<file path="config.mk">
export PLATFORM = sky130hd
export DESIGN_NAME = ll1_predictive_parser
export DESIGN_NICKNAME = d
export VERILOG_FILES = /design/src/rtl/core/ll1pp_pkg.sv /design/src/rtl/core/ll1pp_rules.sv /design/src/rtl/core/ll1pp_stack.sv /design/src/rtl/core/ll1_predictive_parser.sv
export SDC_FILE = /design/constraint.sdc
export NUM_CORES = 2
export LEC_CHECK = 0
export ABC_AREA = 1
export BUFFER_PORTS_ARGS = -buffer_cell sky130_fd_sc_hd__clkbuf_2
export CORE_MARGIN = 2
export CORE_UTILIZATION = 50
export DETAILED_ROUTE_END_ITERATION = 10
export PLACE_DENSITY = 0.7
export SLEW_MARGIN = 20
export SYNTH_ARGS = -nofsm -noshare
export SYNTH_HDL_FRONTEND = slang
export SYNTH_SLANG_ARGS = --single-unit
</file>
<file path="constraint.sdc">
create_clock -name clk -period 8 [get_ports clk]
set_input_delay 1.6 -clock clk [delete_from_list [all_inputs] [get_ports clk]]
set_output_delay 1.6 -clock clk [all_outputs]
set_load 0.01 [all_outputs]
</file>
<file path="src/rtl/core/ll1pp_pkg.sv">
// Shared types and codes for the LL(1) predictive parser.
package ll1pp_pkg;

  localparam int SYM_W     = 8;
  localparam int RIGHT_W   = 64;
  localparam int LEN_W     = 4;
  localparam int RIGHT_MAX = 8;

  localparam logic [1:0] OP_LOAD   = 2'd0;
  localparam logic [1:0] OP_START  = 2'd1;
  localparam logic [1:0] OP_SYMBOL = 2'd2;

  localparam logic [2:0] ST_READY    = 3'd0;
  localparam logic [2:0] ST_CONSUMED = 3'd1;
  localparam logic [2:0] ST_ACCEPTED = 3'd2;
  localparam logic [2:0] ST_REJECTED = 3'd3;
  localparam logic [2:0] ST_OVERFLOW = 3'd4;

  localparam logic KIND_RULE   = 1'b0;
  localparam logic KIND_STATUS = 1'b1;

  localparam logic CFG_START_SYMBOL = 1'b0;
  localparam logic CFG_END_MARKER   = 1'b1;

  typedef struct packed {
    logic [SYM_W-1:0]   left;
    logic [RIGHT_W-1:0] right;
    logic [LEN_W-1:0]   len;
  } rule_ent_t;

  typedef enum logic [2:0] {
    S_IDLE,
    S_START2,
    S_TOP,
    S_SCAN,
    S_CHK,
    S_PUSH,
    S_RULE,
    S_EMIT
  } state_t;

endpackage

</file>
<file path="src/rtl/core/ll1pp_rules.sv">
// Rule store: left symbol and right side in memory, lengths in resettable flops.
module ll1pp_rules #(
  parameter int RULE_SLOTS = 16,
  localparam int RW = $clog2(RULE_SLOTS)
) (
  input  logic                clk,
  input  logic                rst_n,
  input  logic                wr_en,
  input  logic [RW-1:0]       wr_addr,
  input  ll1pp_pkg::rule_ent_t wr_ent,
  input  logic [RW-1:0]       rd_addr,
  output ll1pp_pkg::rule_ent_t rd_ent
);
  import ll1pp_pkg::*;

  logic [SYM_W-1:0]   left_mem  [RULE_SLOTS];
  logic [RIGHT_W-1:0] right_mem [RULE_SLOTS];
  logic [LEN_W-1:0]   len_r     [RULE_SLOTS];

  logic [SYM_W-1:0]   rd_left_r;
  logic [RIGHT_W-1:0] rd_right_r;
  logic [LEN_W-1:0]   rd_len_r;

  always_ff @(posedge clk) begin
    if (wr_en) begin
      left_mem[wr_addr]  <= wr_ent.left;
      right_mem[wr_addr] <= wr_ent.right;
    end
    rd_left_r  <= left_mem[rd_addr];
    rd_right_r <= right_mem[rd_addr];
    rd_len_r   <= len_r[rd_addr];
  end

  // Zero length marks an empty slot.
  always_ff @(posedge clk) begin
    if (!rst_n) begin
      for (int i = 0; i < RULE_SLOTS; i++) begin
        len_r[i] <= '0;
      end
    end else if (wr_en) begin
      len_r[wr_addr] <= wr_ent.len;
    end
  end

  always_comb begin
    rd_ent.left  = rd_left_r;
    rd_ent.right = rd_right_r;
    rd_ent.len   = rd_len_r;
  end

endmodule

</file>
<file path="src/rtl/core/ll1pp_stack.sv">
// Parse stack memory: one write port, one registered read port.
module ll1pp_stack #(
  parameter int STACK_DEPTH = 32,
  localparam int AW = $clog2(STACK_DEPTH)
) (
  input  logic                       clk,
  input  logic                       wr_en,
  input  logic [AW-1:0]              wr_addr,
  input  logic [ll1pp_pkg::SYM_W-1:0] wr_data,
  input  logic [AW-1:0]              rd_addr,
  output logic [ll1pp_pkg::SYM_W-1:0] rd_data
);
  import ll1pp_pkg::*;

  logic [SYM_W-1:0] mem [STACK_DEPTH];
  logic [SYM_W-1:0] rd_data_r;

  always_ff @(posedge clk) begin
    if (wr_en) begin
      mem[wr_addr] <= wr_data;
    end
    rd_data_r <= mem[rd_addr];
  end

  assign rd_data = rd_data_r;

endmodule

</file>
<file path="src/rtl/core/ll1_predictive_parser.sv">
// Top level of the LL(1) predictive parser: sequencer, compare unit and result register.
// Load: straight to the status result; start: second stack write, then status; symbol with a
// direct match: top read and pop, then status. Expansion: top read, slot scan (one rule read per
// cycle), overflow check, pushes (one push per cycle), rule report, then status.
// One item at a time: in_stall stays high from acceptance until its last result is loaded.
// Reset (rst_n low, synchronous): rule lengths cleared, stack empty, no word active,
// start_symbol = 83, end_marker = 35, no result pending.
module ll1_predictive_parser #(
  parameter int RULE_SLOTS  = 16,
  parameter int STACK_DEPTH = 32
) (
  input  logic        clk,
  input  logic        rst_n,
  input  logic        cfg_we,
  input  logic        cfg_index,
  input  logic [7:0]  cfg_wdata,
  input  logic        in_valid,
  output logic        in_stall,
  input  logic [1:0]  in_operation,
  input  logic [3:0]  in_rule_number,
  input  logic [7:0]  in_rule_left,
  input  logic [3:0]  in_rule_length,
  input  logic [63:0] in_rule_right,
  input  logic [7:0]  in_symbol,
  output logic        out_valid,
  input  logic        out_stall,
  output logic        out_kind,
  output logic [3:0]  out_applied_rule,
  output logic [2:0]  out_status,
  output logic        out_last
);
  import ll1pp_pkg::*;

  localparam int RW = $clog2(RULE_SLOTS);
  localparam int AW = $clog2(STACK_DEPTH);
  localparam int CW = $clog2(STACK_DEPTH + 1);

  state_t state_r, state_nxt;

  logic [SYM_W-1:0]   start_r, end_r;
  logic [CW-1:0]      count_r, count_nxt;
  logic               done_r, done_nxt;
  logic [SYM_W-1:0]   sym_r, sym_nxt;
  logic [SYM_W-1:0]   top_r, top_nxt;
  logic [RW-1:0]      scan_r, scan_nxt;
  logic [RW-1:0]      idx_q_r, idx_q_nxt;
  logic               pend_r, pend_nxt;
  logic [RW-1:0]      sel_idx_r, sel_idx_nxt;
  logic [RIGHT_W-1:0] sel_right_r, sel_right_nxt;
  logic [LEN_W-1:0]   sel_len_r, sel_len_nxt;
  logic [AW-1:0]      wp_r, wp_nxt;
  logic [2:0]         pos_r, pos_nxt;
  logic [2:0]         fin_r, fin_nxt;

  logic       out_valid_r, out_valid_nxt;
  logic       out_kind_r, out_kind_nxt;
  logic [3:0] out_rule_r, out_rule_nxt;
  logic [2:0] out_status_r, out_status_nxt;
  logic       out_last_r, out_last_nxt;

  logic             in_acc;
  logic             out_free;
  logic             slot_ok;
  logic [LEN_W-1:0] len_clamp;
  logic             rule_we;
  rule_ent_t        rule_wr, rule_rd;
  logic             stk_we;
  logic [AW-1:0]    stk_waddr;
  logic [SYM_W-1:0] stk_wdata, stk_rd;
  logic [CW-1:0]    base;
  logic [CW:0]      need;
  logic             hit;
  logic             last_slot;

  assign in_stall = (state_r != S_IDLE);
  assign in_acc   = in_valid && !in_stall;
  assign out_free = !out_valid_r || !out_stall;

  assign slot_ok   = (32'(in_rule_number) < RULE_SLOTS);
  assign len_clamp = (32'(in_rule_length) > RIGHT_MAX) ? LEN_W'(RIGHT_MAX) : in_rule_length;
  assign rule_we   = in_acc && (in_operation == OP_LOAD) && slot_ok;

  always_comb begin
    rule_wr.left  = in_rule_left;
    rule_wr.right = in_rule_right;
    rule_wr.len   = len_clamp;
  end

  ll1pp_rules #(.RULE_SLOTS(RULE_SLOTS)) u_rules (
    .clk     (clk),
    .rst_n   (rst_n),
    .wr_en   (rule_we),
    .wr_addr (RW'(in_rule_number)),
    .wr_ent  (rule_wr),
    .rd_addr (scan_r),
    .rd_ent  (rule_rd)
  );

  ll1pp_stack #(.STACK_DEPTH(STACK_DEPTH)) u_stack (
    .clk     (clk),
    .wr_en   (stk_we),
    .wr_addr (stk_waddr),
    .wr_data (stk_wdata),
    .rd_addr (AW'(count_r - CW'(1))),
    .rd_data (stk_rd)
  );

  // Compare unit shared by every slot of the scan.
  assign hit = pend_r && (rule_rd.len != '0) && (rule_rd.left == top_r) &&
               (rule_rd.right[SYM_W-1:0] == sym_r);
  assign last_slot = (idx_q_r == RW'(RULE_SLOTS - 1));
  assign base = count_r - CW'(1);
  assign need = (CW+1)'(base) + (CW+1)'(sel_len_r);

  // Next state
  always_comb begin
    state_nxt = state_r;
    case (state_r)
      S_IDLE: begin
        if (in_acc) begin
          case (in_operation)
            OP_LOAD:   state_nxt = S_EMIT;
            OP_START:  state_nxt = S_START2;
            OP_SYMBOL: state_nxt = (done_r || count_r == '0) ? S_EMIT : S_TOP;
            default:   state_nxt = S_IDLE;
          endcase
        end
      end
      S_START2: state_nxt = S_EMIT;
      S_TOP: begin
        if (stk_rd == end_r || stk_rd == sym_r) begin
          state_nxt = S_EMIT;
        end else begin
          state_nxt = S_SCAN;
        end
      end
      S_SCAN: begin
        if (hit) begin
          state_nxt = S_CHK;
        end else if (pend_r && last_slot) begin
          state_nxt = S_EMIT;
        end
      end
      S_CHK:  state_nxt = (need > (CW+1)'(STACK_DEPTH)) ? S_EMIT : S_PUSH;
      S_PUSH: state_nxt = (pos_r == 3'd0) ? S_RULE : S_PUSH;
      S_RULE: state_nxt = out_free ? S_EMIT : S_RULE;
      S_EMIT: state_nxt = out_free ? S_IDLE : S_EMIT;
      default: state_nxt = S_IDLE;
    endcase
  end

  // Datapath and outputs
  always_comb begin
    count_nxt      = count_r;
    done_nxt       = done_r;
    sym_nxt        = sym_r;
    top_nxt        = top_r;
    scan_nxt       = scan_r;
    idx_q_nxt      = idx_q_r;
    pend_nxt       = pend_r;
    sel_idx_nxt    = sel_idx_r;
    sel_right_nxt  = sel_right_r;
    sel_len_nxt    = sel_len_r;
    wp_nxt         = wp_r;
    pos_nxt        = pos_r;
    fin_nxt        = fin_r;
    stk_we         = 1'b0;
    stk_waddr      = wp_r;
    stk_wdata      = sel_right_r[{pos_r, 3'b000} +: SYM_W];
    out_valid_nxt  = out_valid_r && out_stall;
    out_kind_nxt   = out_kind_r;
    out_rule_nxt   = out_rule_r;
    out_status_nxt = out_status_r;
    out_last_nxt   = out_last_r;

    case (state_r)
      S_IDLE: begin
        if (in_acc) begin
          sym_nxt = in_symbol;
          fin_nxt = ST_READY;
          if (in_operation == OP_START) begin
            stk_we    = 1'b1;
            stk_waddr = '0;
            stk_wdata = end_r;
          end
          if (in_operation == OP_SYMBOL && (done_r || count_r == '0)) begin
            fin_nxt  = ST_REJECTED;
            done_nxt = 1'b1;
          end
        end
      end
      S_START2: begin
        stk_we    = 1'b1;
        stk_waddr = AW'(1);
        stk_wdata = start_r;
        count_nxt = CW'(2);
        done_nxt  = 1'b0;
      end
      S_TOP: begin
        top_nxt  = stk_rd;
        scan_nxt = '0;
        pend_nxt = 1'b0;
        if (stk_rd == end_r) begin
          fin_nxt  = (sym_r == end_r) ? ST_ACCEPTED : ST_REJECTED;
          done_nxt = 1'b1;
        end else if (stk_rd == sym_r) begin
          // direct match: pop
          count_nxt = count_r - CW'(1);
          fin_nxt   = ST_CONSUMED;
        end
      end
      S_SCAN: begin
        if (hit) begin
          sel_idx_nxt   = idx_q_r;
          sel_right_nxt = rule_rd.right;
          sel_len_nxt   = rule_rd.len;
        end else if (pend_r && last_slot) begin
          fin_nxt  = ST_REJECTED;
          done_nxt = 1'b1;
        end else begin
          // issue next slot read; compare follows in the next cycle
          idx_q_nxt = scan_r;
          pend_nxt  = 1'b1;
          scan_nxt  = scan_r + RW'(1);
        end
      end
      S_CHK: begin
        if (need > (CW+1)'(STACK_DEPTH)) begin
          fin_nxt  = ST_OVERFLOW;
          done_nxt = 1'b1;
        end else begin
          count_nxt = CW'(need);
          wp_nxt    = AW'(base);
          pos_nxt   = 3'(sel_len_r - LEN_W'(1));
        end
      end
      S_PUSH: begin
        // last right-side symbol goes deepest
        stk_we  = 1'b1;
        wp_nxt  = wp_r + AW'(1);
        pos_nxt = pos_r - 3'd1;
      end
      S_RULE: begin
        if (out_free) begin
          out_valid_nxt  = 1'b1;
          out_kind_nxt   = KIND_RULE;
          out_rule_nxt   = 4'(sel_idx_r);
          out_status_nxt = ST_READY;
          out_last_nxt   = 1'b0;
          if (sym_r == end_r) begin
            fin_nxt  = ST_ACCEPTED;
            done_nxt = 1'b1;
          end else begin
            count_nxt = count_r - CW'(1);
            fin_nxt   = ST_CONSUMED;
          end
        end
      end
      S_EMIT: begin
        if (out_free) begin
          out_valid_nxt  = 1'b1;
          out_kind_nxt   = KIND_STATUS;
          out_rule_nxt   = 4'd0;
          out_status_nxt = fin_r;
          out_last_nxt   = 1'b1;
        end
      end
      default: begin
        stk_we = 1'b0;
      end
    endcase
  end

  always_ff @(posedge clk) begin
    if (!rst_n) begin
      state_r     <= S_IDLE;
      start_r     <= 8'd83;
      end_r       <= 8'd35;
      count_r     <= '0;
      done_r      <= 1'b1;
      pend_r      <= 1'b0;
      out_valid_r <= 1'b0;
    end else begin
      state_r     <= state_nxt;
      count_r     <= count_nxt;
      done_r      <= done_nxt;
      pend_r      <= pend_nxt;
      out_valid_r <= out_valid_nxt;
      if (cfg_we) begin
        case (cfg_index)
          CFG_START_SYMBOL: start_r <= cfg_wdata;
          CFG_END_MARKER:   end_r   <= cfg_wdata;
          default:          start_r <= start_r;
        endcase
      end
    end
  end

  always_ff @(posedge clk) begin
    sym_r        <= sym_nxt;
    top_r        <= top_nxt;
    scan_r       <= scan_nxt;
    idx_q_r      <= idx_q_nxt;
    sel_idx_r    <= sel_idx_nxt;
    sel_right_r  <= sel_right_nxt;
    sel_len_r    <= sel_len_nxt;
    wp_r         <= wp_nxt;
    pos_r        <= pos_nxt;
    fin_r        <= fin_nxt;
    out_kind_r   <= out_kind_nxt;
    out_rule_r   <= out_rule_nxt;
    out_status_r <= out_status_nxt;
    out_last_r   <= out_last_nxt;
  end

  assign out_valid        = out_valid_r;
  assign out_kind         = out_kind_r;
  assign out_applied_rule = out_rule_r;
  assign out_status       = out_status_r;
  assign out_last         = out_last_r;

endmodule

</file>
# Word level (Yosys, flattened, before mapping)
# Memories as Yosys holds them, arrays and structs flattened. A register that Yosys moved wholly into a read port is not among the register bits.
# Index checks and enable logic that the tools add are counted.
# op_classes
addsub	6
order_cmp	2
n_eq_ne	31
n_shift	1
mux	78
bitwise_logic	3
n_reduce_logical	41
# ops
op	count
$shiftx A64 B7 Y8	1
$mux W3	16
$eq A8 B8 Y1	5
$mux W6	5
$mux W4	7
$ne A2 B2 Y1 const B	14
$mux W1	26
$pmux W3 S8	1
$pmux W6 S4	1
$pmux W5 S2	2
$mux W8	2
$pmux W4 S2	2
$pmux W8 S2	1
$mux W5	3
$pmux W3 S5	1
$eq A3 B3 Y1 const B	4
$pmux W3 S2	2
$reduce_and A2 Y1	6
$pmux W3 S3	1
$reduce_and A3 Y1	3
$reduce_and A9 Y1	1
$logic_and A1 B1 Y1	8
$mux W2	4
$reduce_bool A4 Y1	2
other kinds (29)	44
# totals
register_bits	143
ram_bits	1472
in_bits	104
memories	4
# mem_list
name	depth	word_bits	rd	rd_ports_with_merged_regs	write_ports	line	rtl
u_rules.right_mem	16	64	1	1	1	ll1pp_rules.sv:17	logic [RIGHT_W-1:0] right_mem [RULE_SLOTS];
u_stack.mem	32	8	1	1	1	ll1pp_stack.sv:15	logic [SYM_W-1:0] mem [STACK_DEPTH];
u_rules.left_mem	16	8	1	1	1	ll1pp_rules.sv:16	logic [SYM_W-1:0] left_mem [RULE_SLOTS];
u_rules.len_r	16	4	1	1	16	ll1pp_rules.sv:18	logic [LEN_W-1:0] len_r [RULE_SLOTS];

# Depth between registers and ports, before layout
# logic_depth
word_depth	9
ltp_mapped	22
ltp_nobuf	18

# Hierarchy
# A second synthesis with hierarchy kept.
# unflattened
cells_unflattened	6817
hier_area_um2	71685.0
# by_module_without_submodules
mod	instances	cells_per_inst	area_each_um2	seq_area_each_um2
ll1pp_rules	1	5108	53821.6	38036.5
ll1pp_stack	1	922	10786.6	7847.5
ll1_predictive_parser	1	787	7076.8	4013.8

# Least setup slack after synthesis
# No wires, ideal clock.
# synth_timing
path_type	input-to-reg
from	in in_valid
to	mem u_rules.len_r[13][0], enable pin
setup_ns	0.326
arrival_ns	6.099
required_ns	7.674
path_slack_ns	1.576
path_stages	8
path_buffers	0
cell_sequence	inv_1 > nor2_4 > nand2_1 > nor2_1 > nand2_1 > nor2_1 > nand2_1 > nand2_1
# synth_lines
element	line	rtl
start, declared	ll1_predictive_parser.sv:17	input logic in_valid,
end, declared	ll1pp_rules.sv:18	

# Final worst setup path
# layout_timing
from	in in_valid
to	mem u_rules.right_mem[6][55], enable pin
# layout_via
elab_chain_len	4
# layout_lines
element	line	rtl
$logic_and A1 B1 Y1	ll1_predictive_parser.sv:76	assign in_acc = in_valid && !in_stall;
$logic_and A1 B1 Y1	ll1_predictive_parser.sv:81	assign rule_we = in_acc && (in_operation == OP_LOAD) && slot_ok;
$mux W1	ll1pp_rules.sv:25	if (wr_en) begin
$mux W1 (not written as such)	ll1pp_rules.sv:27	right_mem[wr_addr] <= wr_ent.right;
end, declared	ll1pp_rules.sv:17	
# No other way between the ends.

==> impl_metrics.toml <==
[status]
run_status = "finished clean"

[critical_path]
data_required_time_of_the_critical_path_ps = 8420
worst_r2r_src = "count_r[0]$_SDFFE_PN0P_"
cp_max_stage_cell = "nor2_4"
critical_path_class = "input pin to flop"
crit_family = "simple AND/OR/NAND/NOR gates"
worst_setup_path_start_kind = "input pin"
worst-r2r-setup-slack_ps = 3870
worstReg2RegEnd = "pos_r[1]$_DFFE_PP_"
worstSetupEndpointType = "flop"
cp_num_buf_inv = 4
depth_of_the_worst_register_to_register_path = 15
largest_fanout_on_the_critical_path = 46
timing.critical_path.arrival_ps = 4570
critical_path.max_stage_delay_ps = 960
path_cells = "clkbuf_2 > inv_1 > nor2_4 > nand2_1 > inv_1 > nand3_1 > nor2_4 > buf_4"

[timing]
fin_crit_sh = 0.519
max_slew_margin = 0.240
timing_hold_violations_final = 0
timing.final.crit_period_ps = 4160
worst_slack_ps = 3840
rsz0062_at_grt = "no"
max_freq_mhz = 241
timing.setup.tns_ps = 0
slew_viol_final = 0
finalClockSkew_ps = 24.2
finalSetupViolations = 0
tightest_slew_ps = 1140

[route]
met1_length_mm = 68.0
met2RoutedLength_mm = 76.3
ant_nets = 0
route.met3.wl_mm = 14.7
detailedRoute.firstIterationViolations = 5481
detail_route.vias_per_cell = 5.97
drt-pass1-iter-count = 6
drt_wl_total_mm = 164
num_vias = 42200
top_signal_layer_used = "met5"
avgRoutedWirePerCell_um = 23.2
drcViolationCount = 0

[worst_hold_path]
number_of_cells_on_the_worst_hold_path = 0
min_path_type = "flop to flop"
worst_hold_startpoint = "u_rules.rd_right_r[61]$_DFF_P_"
worst_hold_path.endpoint = "sel_right_r[61]$_DFFE_PP_"

[yosys]
synth_top_area_frac = 0.721
share_of_flip_flops_with_an_asynchronous_set_or_reset = 0
ys.flop_type = "edfxtp_1"
synthTopCellsByCount = "1587 x edfxtp_1, 1077 x nor2_1, 912 x o21ai_0"
synth_enable_flop_cells = 1587
netlist.top_cell.by_area = "edfxtp_1"
synth_area_leaders = "edfxtp_1 72%, o21ai_0 6.9%, nor2_1 6.1%"
most_frequent_cell_after_synthesis = "edfxtp_1"
syn-instance-count = 5143
ys_seq_elements = 1699
netlist_area_mm2 = 0.0661
ys_seq_area_frac = 0.755
synth-warning-count = 0
average_cell_area_after_synthesis_um2 = 12.8
syn-num-nets = 5257
synth.lib_cells_used.distinct = 44

[placement]
portBuffers = 114
post-dp-hpwl_mm = 89.3
detailedPlace.worstSlack_ps = 3020
gp_routability_congestion = 0.888

[power]
power_per_cell_area_mw_per_mm2 = 330
p_leak_nw = 24.2
design_power_total_w = 0.0243
vdd.ir_drop.worst_v = 0.000218

[global_route]
grt_start_max_net_pins = 183
antenna_found_initial = 9
track_usage = 0.237
first_global_vias = 39900
grt.overflow.total = 0
grt_pass1_wl_mm = 245

[clock_tree]
cts_setup_buffers = 0
cts.root.buffer_cell = "clkbuf_16"
clk-insertion-delay-late_ps = 800
tritoncts = "done"
cts.hold.buffers_added = 0
htreeDepth = 4
cts_inserted_buffers = 167
tritoncts_num_sinks = 1699
clk_path_buf_depth = 3
cts_resized = 0
clkSlewWorstSetupHoldPaths_ps = 60

[final_layout]
area.growth.synth_to_final_pct = 11.4
layout.nets = 5273
layout.area.seq_mm2 = 0.0499
post_route_cells_drive_above_1_share = 0.0909
fin_util = 0.560
multi_input_area_mm2 = 0.0146
nFillCells = 10300

[floorplanning]
core_region_area_mm2 = 0.131
boundaryPins = 115
dieArea_mm2 = 0.135
effective_utilization_at_floorplan = 0.503
row_count = 133
chipWidth_um = 367
die_height_um = 367

[run]
max_cap_violations = 0
[worst max path at each step]
stage | start | endpoint | cells after the start
after floorplan | in_valid | u_rules.len_r[13][0]$_SDFFCE_PN0P_ | 8
after global placement | in_valid | u_rules.right_mem[5][41]$_DFFE_PP_ | 8
after detailed placement | in_valid | u_rules.right_mem[5][52]$_DFFE_PP_ | 8
after CTS | in_valid | u_rules.right_mem[6][55]$_DFFE_PP_ | 8
after global routing | count_r[0]$_SDFFE_PN0P_ | pos_r[1]$_DFFE_PP_ | 15
final | in_valid | u_rules.right_mem[6][55]$_DFFE_PP_ | 8
[final cells by class]
cell class / count / area share
Clock inverter: 84 / 0.0102
Antenna cell: 1 / 0.0000340
Sequential cell: 1699 / 0.678
Inverter: 114 / 0.00622
Multi-Input combinational cell: 3002 / 0.198
Tap cell: 1755 / 0.0298
Clock buffer: 228 / 0.0621
Timing Repair Buffer: 175 / 0.0157
[cells in the final DEF (no fill, tap or decap), types with 28 or more instances in the layout]
cell type and n:
a21oi_1 57, buf_4 51, clkbuf_1 46, clkbuf_16 168, clkbuf_2 114, clkinv_1 29, clkinv_2 31, dfxtp_1 111
edfxtp_1 1587, inv_1 93, nand2_1 278, nand3_1 46, nor2_1 1061, o211ai_1 28, o21ai_0 912, o21ai_1 36
o22ai_1 424
[per-layer routing]
metal / vias to the layer above / track usage
met1: 20800 / 0.338
li1: 19000 / -
met2: 2020 / 0.371
met4: 6 / 0.0791
met5: - / 0
met3: 297 / 0.0429
[cell families after synthesis]
logic type	share of synthesized area
xor gates and xnor gates	0.00369
and+or+nand+nor	0.0861
DFF	0.755
AOI/OAI and AO/OA	0.126
adders and majority gates	0.00201
buffers and inverters	0.0263
[through the flow]
stage,instances,hold WS [ps],area (um^2)
after CTS,7057,402,73600
final,7058,399,73600
after floorplan,5143,386,66100
after global routing,7057,409,73600
after global placement,6745,387,68200
after detailed placement,6745,389,68300
[state kept, by name, indices dropped and copies added (netlist names), 4 cells and up]
name                cells
u_stack.rd_data         8
sel_idx_r               4
sel_len_r               4
u_stack.mem           256
u_rules.rd_left_r       8
u_rules.left_mem      128
start_r                 8
u_rules.rd_right_r     64
sel_right_r            64
sym_r                   8
top_r                   8
scan_r                  4
u_rules.len_r          64
count_r                 6
wp_r                    5
idx_q_r                 4
end_r                   8
u_rules.right_mem    1024
out_applied_rule        4
u_rules.rd_len_r        4
[power breakdown]
group	internal (W)	switching, W	leakage [nW]
Clock	0.00429	0.00332	2.61
Combinational	0.00155	0.00414	6.26
Sequential	0.0106	0.000342	15.3
Note: power is estimated with default switching activity, not from simulation.
